`config.mk`:
```
export PLATFORM = sky130hd
export DESIGN_NAME = reply_status_command_extractor
export DESIGN_NICKNAME = d
export VERILOG_FILES = /design/src/design/rsce_pkg.sv /design/src/design/reply_status_command_extractor.sv
export SDC_FILE = /design/constraint.sdc
export NUM_CORES = 1
export LEC_CHECK = 0
export ABC_AREA = 1
export BUFFER_PORTS_ARGS = -buffer_cell sky130_fd_sc_hd__buf_2
export CORE_MARGIN = 4
export CORE_UTILIZATION = 62
export CTS_CLUSTER_SIZE = 40
export DETAILED_ROUTE_END_ITERATION = 8
export MAX_ROUTING_LAYER = met4
export PLACE_DENSITY_LB_ADDON = 0.15
export REMOVE_ABC_BUFFERS = 1
export SYNTH_ARGS = -nofsm -noshare
export SYNTH_HDL_FRONTEND = slang
export SYNTH_SLANG_ARGS = --single-unit
```
`constraint.sdc`:
```
create_clock -name clk_i -period 5.3 [get_ports clk_i]
set_input_delay 0.795 -clock clk_i [delete_from_list [all_inputs] [get_ports clk_i]]
set_output_delay 0.795 -clock clk_i [all_outputs]
set_load 0.005 [all_outputs]
```
`src/design/rsce_pkg.sv`:
```
// Shared types, codes and keyword constants for the reply status/command extractor.
package rsce_pkg;

  localparam int unsigned WinLen = 9;
  localparam int unsigned KwStatusLen = 8;

  localparam int unsigned CfgIdxW = 3;
  localparam int unsigned CfgDataW = 16;

  localparam logic [7:0] CharFill = 8'h58;   // 'X'
  localparam logic [7:0] CharLower = 8'h78;  // 'x'
  localparam logic [7:0] CharComma = 8'h2c;

  localparam logic [7:0] KwCommand [WinLen] = '{
    8'h43, 8'h6f, 8'h6d, 8'h6d, 8'h61, 8'h6e, 8'h64, 8'h3a, 8'h20
  };
  localparam logic [7:0] KwStatus [KwStatusLen] = '{
    8'h53, 8'h74, 8'h61, 8'h74, 8'h75, 8'h73, 8'h3a, 8'h20
  };

  typedef enum logic [CfgIdxW-1:0] {
    RegGoodStatus = 3'd0,
    RegBatteryMin = 3'd1,
    RegIntervalLo = 3'd2,
    RegIntervalHi = 3'd3,
    RegIntervalEx = 3'd4,
    RegRebootCode = 3'd5,
    RegRetimeWin  = 3'd6
  } cfg_reg_e;

  typedef enum logic {
    FuncByte = 1'b0,
    FuncEnd  = 1'b1
  } func_e;

  typedef struct packed {
    logic [5:0] clock_minute;
    logic [4:0] clock_hour;
    logic [6:0] battery_percent;
    logic [7:0] rx_byte;
  } in_item_t;

  typedef struct packed {
    logic [7:0]  bad_reply_count;
    logic        interval_updated;
    logic [7:0]  interval_now;
    logic        reboot_request;
    logic [15:0] command_value;
    logic [15:0] status_value;
    logic        status_ok;
  } out_item_t;

  typedef struct packed {
    logic       ok;
    logic [3:0] nib;
  } hex_digit_t;

  function automatic hex_digit_t hex_digit(input logic [7:0] c);
    hex_digit_t r;
    r.ok = 1'b1;
    r.nib = 4'd0;
    if (c >= 8'h30 && c <= 8'h39) begin
      r.nib = 4'(c - 8'h30);
    end else if (c >= 8'h61 && c <= 8'h66) begin
      r.nib = 4'(c - 8'h57);
    end else if (c >= 8'h41 && c <= 8'h46) begin
      r.nib = 4'(c - 8'h37);
    end else begin
      r.ok = 1'b0;
    end
    return r;
  endfunction

endpackage

```
`src/design/reply_status_command_extractor.sv`:
```
// Reply scanner: keyword capture of status and command fields, end-of-reply decision.
//
// Takes one request per clock unless a held result blocks it: a received byte
// (tuser 0) or an end-of-reply marker (tuser 1). Bytes produce no output. Each
// end-of-reply produces one result. The request is taken into the input register,
// and the result register is loaded from it once any held result has been taken.
// The keyword window compare, capture, hex decode and interval decision each fit
// in the single logic stage between those registers, so the sustained rate is one
// request per cycle as long as results are taken. A held result blocks input only
// once the next end-of-reply reaches the input register; bytes ahead of it keep
// flowing. Both field buffers hold CAPTURE_LEN characters; longer fields are cut
// at that length.
module reply_status_command_extractor #(
  parameter int unsigned CAPTURE_LEN = 4
) (
  input  logic                         clk_i,
  input  logic                         rst_ni,
  input  logic                         s_axis_tvalid_i,
  output logic                         s_axis_tready_o,
  // [7:0] rx_byte, [14:8] battery_percent, [19:15] clock_hour,
  // [25:20] clock_minute, [31:26] zero
  input  logic [31:0]                  s_axis_tdata_i,
  // [0] func
  input  logic                         s_axis_tuser_i,
  output logic                         m_axis_tvalid_o,
  input  logic                         m_axis_tready_i,
  // [0] status_ok, [16:1] status_value, [32:17] command_value, [33] reboot_request,
  // [41:34] interval_now, [42] interval_updated, [50:43] bad_reply_count, [55:51] zero
  output logic [55:0]                  m_axis_tdata_o,
  input  logic                         cfg_we_i,
  input  logic [rsce_pkg::CfgIdxW-1:0] cfg_index_i,
  input  logic [rsce_pkg::CfgDataW-1:0] cfg_data_i
);

  localparam int unsigned IdxW = $clog2(CAPTURE_LEN + 1);
  localparam int unsigned AW = $clog2(CAPTURE_LEN);
  localparam logic [IdxW-1:0] LenIdx = IdxW'(CAPTURE_LEN);
  localparam logic [IdxW:0] LenIdxW = (IdxW + 1)'(CAPTURE_LEN);

  // configuration
  logic [15:0] good_status_q;
  logic [6:0]  battery_min_q;
  logic [7:0]  interval_lo_q;
  logic [7:0]  interval_hi_q;
  logic [7:0]  interval_ex_q;
  logic [3:0]  reboot_code_q;
  logic [10:0] retime_win_q;

  // input register
  logic                 in_valid_q;
  rsce_pkg::func_e      in_func_q;
  rsce_pkg::in_item_t   in_item_q;
  logic                 fire;

  // scan state
  logic [7:0]      win_q [rsce_pkg::WinLen];
  logic [7:0]      win_d [rsce_pkg::WinLen];
  logic [7:0]      win_sh [rsce_pkg::WinLen];
  logic [7:0]      sbuf_q [CAPTURE_LEN];
  logic [7:0]      sbuf_d [CAPTURE_LEN];
  logic [7:0]      cbuf_q [CAPTURE_LEN];
  logic [7:0]      cbuf_d [CAPTURE_LEN];
  logic [IdxW-1:0] idx_q, idx_d;
  logic [IdxW:0]   idx_next;
  logic            cap_sts_q, cap_sts_d;
  logic            cap_cmd_q, cap_cmd_d;
  logic            cmd_done_q, cmd_done_d;
  logic            kw_cmd_hit, kw_sts_hit;

  // persistent state
  logic [7:0] interval_q, interval_d;
  logic [4:0] stamp_hour_q, stamp_hour_d;
  logic [5:0] stamp_min_q, stamp_min_d;
  logic [7:0] tally_q, tally_d;

  // decision
  logic [15:0]        sts_val, cmd_val;
  logic               sts_go, cmd_go;
  rsce_pkg::hex_digit_t sdig, cdig;
  logic [7:0]         want;
  logic               sts_ok, reboot, updated, want_ok;
  logic signed [12:0] hour_diff, min_diff, time_diff, win_pos, win_neg;

  // output register
  logic                out_valid_q;
  rsce_pkg::out_item_t out_item_q, out_item_d;

  assign fire = in_valid_q &&
                (in_func_q == rsce_pkg::FuncByte || !out_valid_q || m_axis_tready_i);
  assign s_axis_tready_o = !in_valid_q || fire;
  assign m_axis_tvalid_o = out_valid_q;
  assign m_axis_tdata_o  = {5'd0, out_item_q};

  // hex decode of both buffers
  always_comb begin
    sts_val = 16'd0;
    cmd_val = 16'd0;
    sts_go = 1'b1;
    cmd_go = 1'b1;
    sdig = '0;
    cdig = '0;
    for (int unsigned i = 0; i < CAPTURE_LEN; i++) begin
      sdig = rsce_pkg::hex_digit(sbuf_q[i]);
      cdig = rsce_pkg::hex_digit(cbuf_q[i]);
      if (sts_go && sdig.ok) begin
        sts_val = {sts_val[11:0], sdig.nib};
      end else begin
        sts_go = 1'b0;
      end
      if (cmd_go && cdig.ok) begin
        cmd_val = {cmd_val[11:0], cdig.nib};
      end else begin
        cmd_go = 1'b0;
      end
    end
  end

  always_comb begin
    want = cmd_val[11:4];
    sts_ok = (sts_val == good_status_q);
    reboot = sts_ok && (cmd_val[3:0] == reboot_code_q);
    want_ok = (in_item_q.battery_percent > battery_min_q) && (want >= interval_lo_q) &&
              (want <= interval_hi_q) && (want != interval_ex_q);
    hour_diff = 13'($signed({1'b0, in_item_q.clock_hour})) -
                13'($signed({1'b0, stamp_hour_q}));
    min_diff  = 13'($signed({1'b0, in_item_q.clock_minute})) -
                13'($signed({1'b0, stamp_min_q}));
    // times 60 as 64 - 4
    time_diff = (hour_diff <<< 6) - (hour_diff <<< 2) + min_diff;
    win_pos = $signed({2'b00, retime_win_q});
    win_neg = -win_pos;
    updated = sts_ok && want_ok &&
              (time_diff > win_pos || time_diff < win_neg || want != interval_q);
  end

  // advance the window by the incoming byte
  always_comb begin
    for (int unsigned i = 0; i < rsce_pkg::WinLen - 1; i++) begin
      win_sh[i] = win_q[i + 1];
    end
    win_sh[rsce_pkg::WinLen - 1] = in_item_q.rx_byte;
  end

  always_comb begin
    kw_cmd_hit = 1'b1;
    for (int unsigned i = 0; i < rsce_pkg::WinLen; i++) begin
      if (win_sh[i] != rsce_pkg::KwCommand[i]) begin
        kw_cmd_hit = 1'b0;
      end
    end
    kw_sts_hit = 1'b1;
    for (int unsigned i = 0; i < rsce_pkg::KwStatusLen; i++) begin
      if (win_sh[i + 1] != rsce_pkg::KwStatus[i]) begin
        kw_sts_hit = 1'b0;
      end
    end
  end

  // next scan and persistent state
  always_comb begin
    win_d = win_sh;
    sbuf_d = sbuf_q;
    cbuf_d = cbuf_q;
    idx_d = idx_q;
    idx_next = {1'b0, idx_q} + (IdxW + 1)'(1);
    cap_sts_d = cap_sts_q;
    cap_cmd_d = cap_cmd_q;
    cmd_done_d = cmd_done_q;
    interval_d = interval_q;
    stamp_hour_d = stamp_hour_q;
    stamp_min_d = stamp_min_q;
    tally_d = tally_q;
    out_item_d = out_item_q;

    if (in_func_q == rsce_pkg::FuncByte) begin
      if (in_item_q.rx_byte == rsce_pkg::CharComma && cap_cmd_d) begin
        if (idx_d < LenIdx) cbuf_d[idx_d[AW-1:0]] = 8'd0;
        idx_next = {1'b0, idx_d} + (IdxW + 1)'(1);
        if (idx_next < LenIdxW) cbuf_d[idx_next[AW-1:0]] = 8'd0;
        cmd_done_d = 1'b1;
        cap_cmd_d = 1'b0;
        idx_d = '0;
      end
      if (in_item_q.rx_byte == rsce_pkg::CharComma && cap_sts_d) begin
        if (idx_d < LenIdx) sbuf_d[idx_d[AW-1:0]] = 8'd0;
        idx_next = {1'b0, idx_d} + (IdxW + 1)'(1);
        if (idx_next < LenIdxW) sbuf_d[idx_next[AW-1:0]] = 8'd0;
        cap_sts_d = 1'b0;
        idx_d = '0;
      end
      if (cap_cmd_d && idx_d < LenIdx) begin
        cbuf_d[idx_d[AW-1:0]] = in_item_q.rx_byte;
        idx_d = idx_d + IdxW'(1);
      end
      if (cap_sts_d && idx_d < LenIdx) begin
        sbuf_d[idx_d[AW-1:0]] = in_item_q.rx_byte;
        idx_d = idx_d + IdxW'(1);
      end
      if (kw_cmd_hit) cap_cmd_d = 1'b1;
      if (kw_sts_hit) cap_sts_d = 1'b1;
    end else begin
      if (!sts_ok) tally_d = tally_q + 8'd1;
      if (updated) begin
        interval_d = want;
        stamp_hour_d = in_item_q.clock_hour;
        stamp_min_d = in_item_q.clock_minute;
      end
      out_item_d.status_ok = sts_ok;
      out_item_d.status_value = sts_val;
      out_item_d.command_value = cmd_val;
      out_item_d.reboot_request = reboot;
      out_item_d.interval_now = interval_d;
      out_item_d.interval_updated = updated;
      out_item_d.bad_reply_count = tally_d;
      // drop the per-reply scan state
      for (int unsigned i = 0; i < rsce_pkg::WinLen; i++) begin
        win_d[i] = rsce_pkg::CharFill;
      end
      for (int unsigned i = 0; i < CAPTURE_LEN; i++) begin
        sbuf_d[i] = (i + 1 < CAPTURE_LEN) ? rsce_pkg::CharLower : 8'd0;
        cbuf_d[i] = (i + 1 < CAPTURE_LEN) ? rsce_pkg::CharLower : 8'd0;
      end
      idx_d = '0;
      cap_sts_d = 1'b0;
      cap_cmd_d = 1'b0;
      cmd_done_d = 1'b0;
    end
  end

  always_ff @(posedge clk_i or negedge rst_ni) begin
    if (!rst_ni) begin
      good_status_q <= 16'h0084;
      battery_min_q <= 7'd20;
      interval_lo_q <= 8'd2;
      interval_hi_q <= 8'd30;
      interval_ex_q <= 8'd15;
      reboot_code_q <= 4'd7;
      retime_win_q  <= 11'd60;
    end else if (cfg_we_i) begin
      case (rsce_pkg::cfg_reg_e'(cfg_index_i))
        rsce_pkg::RegGoodStatus: good_status_q <= cfg_data_i;
        rsce_pkg::RegBatteryMin: battery_min_q <= cfg_data_i[6:0];
        rsce_pkg::RegIntervalLo: interval_lo_q <= cfg_data_i[7:0];
        rsce_pkg::RegIntervalHi: interval_hi_q <= cfg_data_i[7:0];
        rsce_pkg::RegIntervalEx: interval_ex_q <= cfg_data_i[7:0];
        rsce_pkg::RegRebootCode: reboot_code_q <= cfg_data_i[3:0];
        rsce_pkg::RegRetimeWin:  retime_win_q  <= cfg_data_i[10:0];
        default: ;
      endcase
    end
  end

  always_ff @(posedge clk_i or negedge rst_ni) begin
    if (!rst_ni) begin
      in_valid_q <= 1'b0;
      in_func_q <= rsce_pkg::FuncByte;
      in_item_q <= '0;
    end else if (s_axis_tready_o) begin
      in_valid_q <= s_axis_tvalid_i;
      if (s_axis_tvalid_i) begin
        in_func_q <= rsce_pkg::func_e'(s_axis_tuser_i);
        in_item_q <= rsce_pkg::in_item_t'(s_axis_tdata_i[25:0]);
      end
    end
  end

  // scan state; bytes after the command field has closed leave it untouched
  always_ff @(posedge clk_i or negedge rst_ni) begin
    if (!rst_ni) begin
      for (int unsigned i = 0; i < rsce_pkg::WinLen; i++) begin
        win_q[i] <= rsce_pkg::CharFill;
      end
      for (int unsigned i = 0; i < CAPTURE_LEN; i++) begin
        sbuf_q[i] <= (i + 1 < CAPTURE_LEN) ? rsce_pkg::CharLower : 8'd0;
        cbuf_q[i] <= (i + 1 < CAPTURE_LEN) ? rsce_pkg::CharLower : 8'd0;
      end
      idx_q <= '0;
      cap_sts_q <= 1'b0;
      cap_cmd_q <= 1'b0;
      cmd_done_q <= 1'b0;
      interval_q <= '0;
      stamp_hour_q <= '0;
      stamp_min_q <= '0;
      tally_q <= '0;
    end else if (fire && !(in_func_q == rsce_pkg::FuncByte && cmd_done_q)) begin
      win_q <= win_d;
      sbuf_q <= sbuf_d;
      cbuf_q <= cbuf_d;
      idx_q <= idx_d;
      cap_sts_q <= cap_sts_d;
      cap_cmd_q <= cap_cmd_d;
      cmd_done_q <= cmd_done_d;
      interval_q <= interval_d;
      stamp_hour_q <= stamp_hour_d;
      stamp_min_q <= stamp_min_d;
      tally_q <= tally_d;
    end
  end

  always_ff @(posedge clk_i or negedge rst_ni) begin
    if (!rst_ni) begin
      out_valid_q <= 1'b0;
      out_item_q <= '0;
    end else if (fire && in_func_q == rsce_pkg::FuncEnd) begin
      out_valid_q <= 1'b1;
      out_item_q <= out_item_d;
    end else if (m_axis_tready_i) begin
      out_valid_q <= 1'b0;
    end
  end

endmodule

```
==> summary.txt <==
Power
  – Net Sw Power: 2.366 mW
  – Max VDD drop: 0.0003344 V
  – Combinational power share: 0.291
  – Sequential share of power: 0.377
  – Clock share of power: 0.332
  – Sw frac: 0.3338
  – Tot Pwr: 7.090 mW
  – Lkg Pwr: slightly above 10 nW
  – Pwr dens: approximately 360 nW/um2
  – Pint: about 4.7 mW

Global routing
  – Gr usage total: 0.2921
  – Initial antenna violation count: 4
  – First-pass GRT wire length: roughly 73000 um
  – Met1 global-route usage: 0.3973
  – GRT overflow: 0
  – Global route hottest layer: met2
  – Met2 Use GR: 0.4721
  – Met3 Resource Use GR: 0.03683
  – Vias in the first global route: 14650
  – Largest net degree at the start of global routing: roughly 130

Synthesis
  – YS warnings: 0
  – Commonest cells in the netlist: nand2_1, inv_1, dfrtp_1, nand3_1, o21ai_0
  – Top-area cell type share of the netlist area: 0.3341
  – EDFF count, synth: 0
  – Ys async rst share: 1.000
  – Seq cells post-synth: between 300 and 400
  – Cell taking the most area after synthesis: dfrtp_1
  – Synth Cell Area: 17600 um2
  – Synth Instances: between 2000 and 2500
  – Prevailing post-synth register cell: dfrtp_1
  – Top-count cell post-synth: nand2_1
  – Synth unique cells: 55
  – Post-synthesis sequential area ratio: 0.4356
  – Syn Area/Cell: about 8.0 um2
  – Synth area leaders: dfrtp_1, nand2_1, dfstp_2

Floorplan
  – DIE WIDTH: roughly 180 um
  – Core area: ~28000 um2
  – Die Ht: between 150 and 200 um
  – Die area: 31150 um2
  – IO Pins: ~120
  – Row count: a little over 60
  – Initial Util: 0.6318

Clocking
  – TritonCTS clock tree: yes
  – CTS Buffer Depth: 3
  – Clk_lat worst skew: 0.58 ns
  – Clock root buffer: clkbuf_16
  – Cts hold-fix bufs: 0
  – CTS Sinks: between 300 and 400
  – CTS buffer count: 31
  – H-tree depth: 1
  – Clock slew at reported path FFs: around 0.060 ns

STA
  – Fin. max-slew vios: 0
  – Fmax: about 200 MHz
  – Hold slack: around 0.27 ns
  – Fin crit share: 0.9503
  – TNS Setup: 0 ns
  – Final Hold Viols: 0
  – PnR worst setup slack: 0.2633 ns
  – Worst Skew: around 0.009 ns
  – Final setup fails: 0
  – Slew margin rel.: 0.2808
  – Post-layout min period: ~5 ns
  – Worst Tran Pin Value: around 1.1 ns

Worst setup path
  – Critical Path End Type: flop
  – CP top delay family: simple AND/OR/NAND/NOR gates
  – CP Class: flop to flop
  – Worst Path Max Fanout: 12
  – WP buf/inv: 6
  – Critical path data arrival time: ~5.5 ns
  – Critical path's largest stage delay: about 0.53 ns
  – Slowest cell on the critical path: fa_1
  – Worst setup SP type: flop
  – Worst Path Required: 5.80 ns

Routing
  – 1st-iter DRT viols: between 1000 and 1500
  – WL/cell: 16.19 um
  – Vias: between 15000 and 20000
  – Remaining DRCs: 0
  – Routed WL: about 44000 um
  – Drt first pass iters: 5
  – Vias/cell: roughly 5.6
  – Antenna Nets Post-Route: 0

Placement
  – DP Area: between 15000 and 20000 um2
  – Final HPWL DP: around 32000 um
  – Placed cells: around 2700
  – Pre-CTS setup slack: 0.07164 ns
  – Port Buffers: around 100
  – GP Congestion: 0.9565

Run status
  – Status: finished clean

Layout
  – Final core utilization: 0.7099
  – Fraction of layout cells with a size suffix above 1: 0.1462
  – Synth-to-layout area growth: 12.37%
  – Final net count: around 2500
  – Final Instance Area: 19780 um2
  – Final std cells w/o fill: ~2700

Job
  – Max_cap viols: 0

Hold path
  – Worst Hold Class: primary input to asynchronous set/reset pin
==> per-layer routing <==
layer	share of wire	wire length, um
met5	0	0
met4	0.026	1160
met3	0.054	2378
met2	0.47	20770
met1	0.45	19740
==> state kept, by name, indices dropped and copies added (netlist names), 11 cells and up <==
signal and cells:
cbuf_q 32, m_axis_tdata_o 51, sbuf_q 32, win_q 64
retime_win_q 11, good_status_q 16, in_item_q 26
==> power groups by stage <==
stage	registers, mW	clock network [mW]	logic, mW
finish	2.67	2.35	2.06
global route	2.69	2.48	2.36
global placement	2.70	0	1.89
floorplan	2.67	0	1.42
detailed placement	2.71	0	1.96
CTS	2.67	2.39	1.97
==> worst paths after layout <==
| check | slack (ns) | depth (start not counted) | startpoint | endpoint |
|---|---|---|---|---|
| max | 0.26 | 31 | in_item_q[20]$_DFFE_PN0P_ | stamp_min_q[0]$_DFFE_PN0P_ |
| max in group asynchronous | 3.75 | 2 | rst_ni | cbuf_q[26]$_DFFE_PN0P_ |
| min | 0.27 | 1 | rst_ni | m_axis_tdata_o[15]$_DFFE_PN0P_ |
| min in group clk_i | 0.40 | 2 | m_axis_tready_i | m_axis_tvalid_o$_DFFE_PN0P_ |
| max reg2reg | 0.26 | 31 | in_item_q[20]$_DFFE_PN0P_ | stamp_min_q[0]$_DFFE_PN0P_ |
| min reg2reg | 0.48 | 2 | sbuf_q[29]$_DFFE_PN1P_ | sbuf_q[29]$_DFFE_PN1P_ |
==> layout make-up <==
cell class / instances / area (um2)
clock buffers: 44 / 914.6
inverters: 344 / 1299
fillers: 2245 / 8080
well taps: 378 / 473.0
diodes: 3 / 7.507
clock inverters: 14 / 200.2
repair buffers: 118 / 665.6
multi-input cells: 1516 / 8549
flip-flops and latches: 303 / 7669
==> kinds of logic after synthesis <==
kind of cell	synth area share
DFF	0.4356
AOI/OAI and AO/OA	0.1154
and+or+nand+nor	0.2455
other	0.0002131
xor gates and xnor gates	0.01941
buffers and inverters	0.08779
adders and majority gates	0.08260
muxes	0.01344
==> placed cells by master, fill, tap and decap left out, types with 33 or more instances in the layout <==
cell     netlist  routed
o22ai_1       79      79
nand3_1      148     143
a21oi_1       71      70
buf_2          0     102
nand2_1      589     586
o21ai_0      138     137
a22oi_1       34      34
xor2_1        34      33
nand4_1       33      33
dfstp_2       68      68
dfrtp_1      235     234
ha_1         105      99
inv_1        326     326
nor2_1       129     125
==> worst reg2reg max path: cells and delay by family (launching register included) <==
kind | cells | cell delay, ns
AND/OR/NAND/NOR | 16 | 1.77
buffers and inverters | 6 | 0.61
AO/OA/AOI/OAI | 3 | 0.37
adder cells (fa/ha/maj) | 5 | 1.66
XOR/XNOR | 1 | 0.20
flip-flops | 1 | 0.36
==> what timing repair did <==
action,4_1_cts,5_1_grt
buffers inserted,0,1
endpoints found under the setup margin,0,28
resized for setup,0,28
No activity file was read; power rests on OpenSTA's default activity.
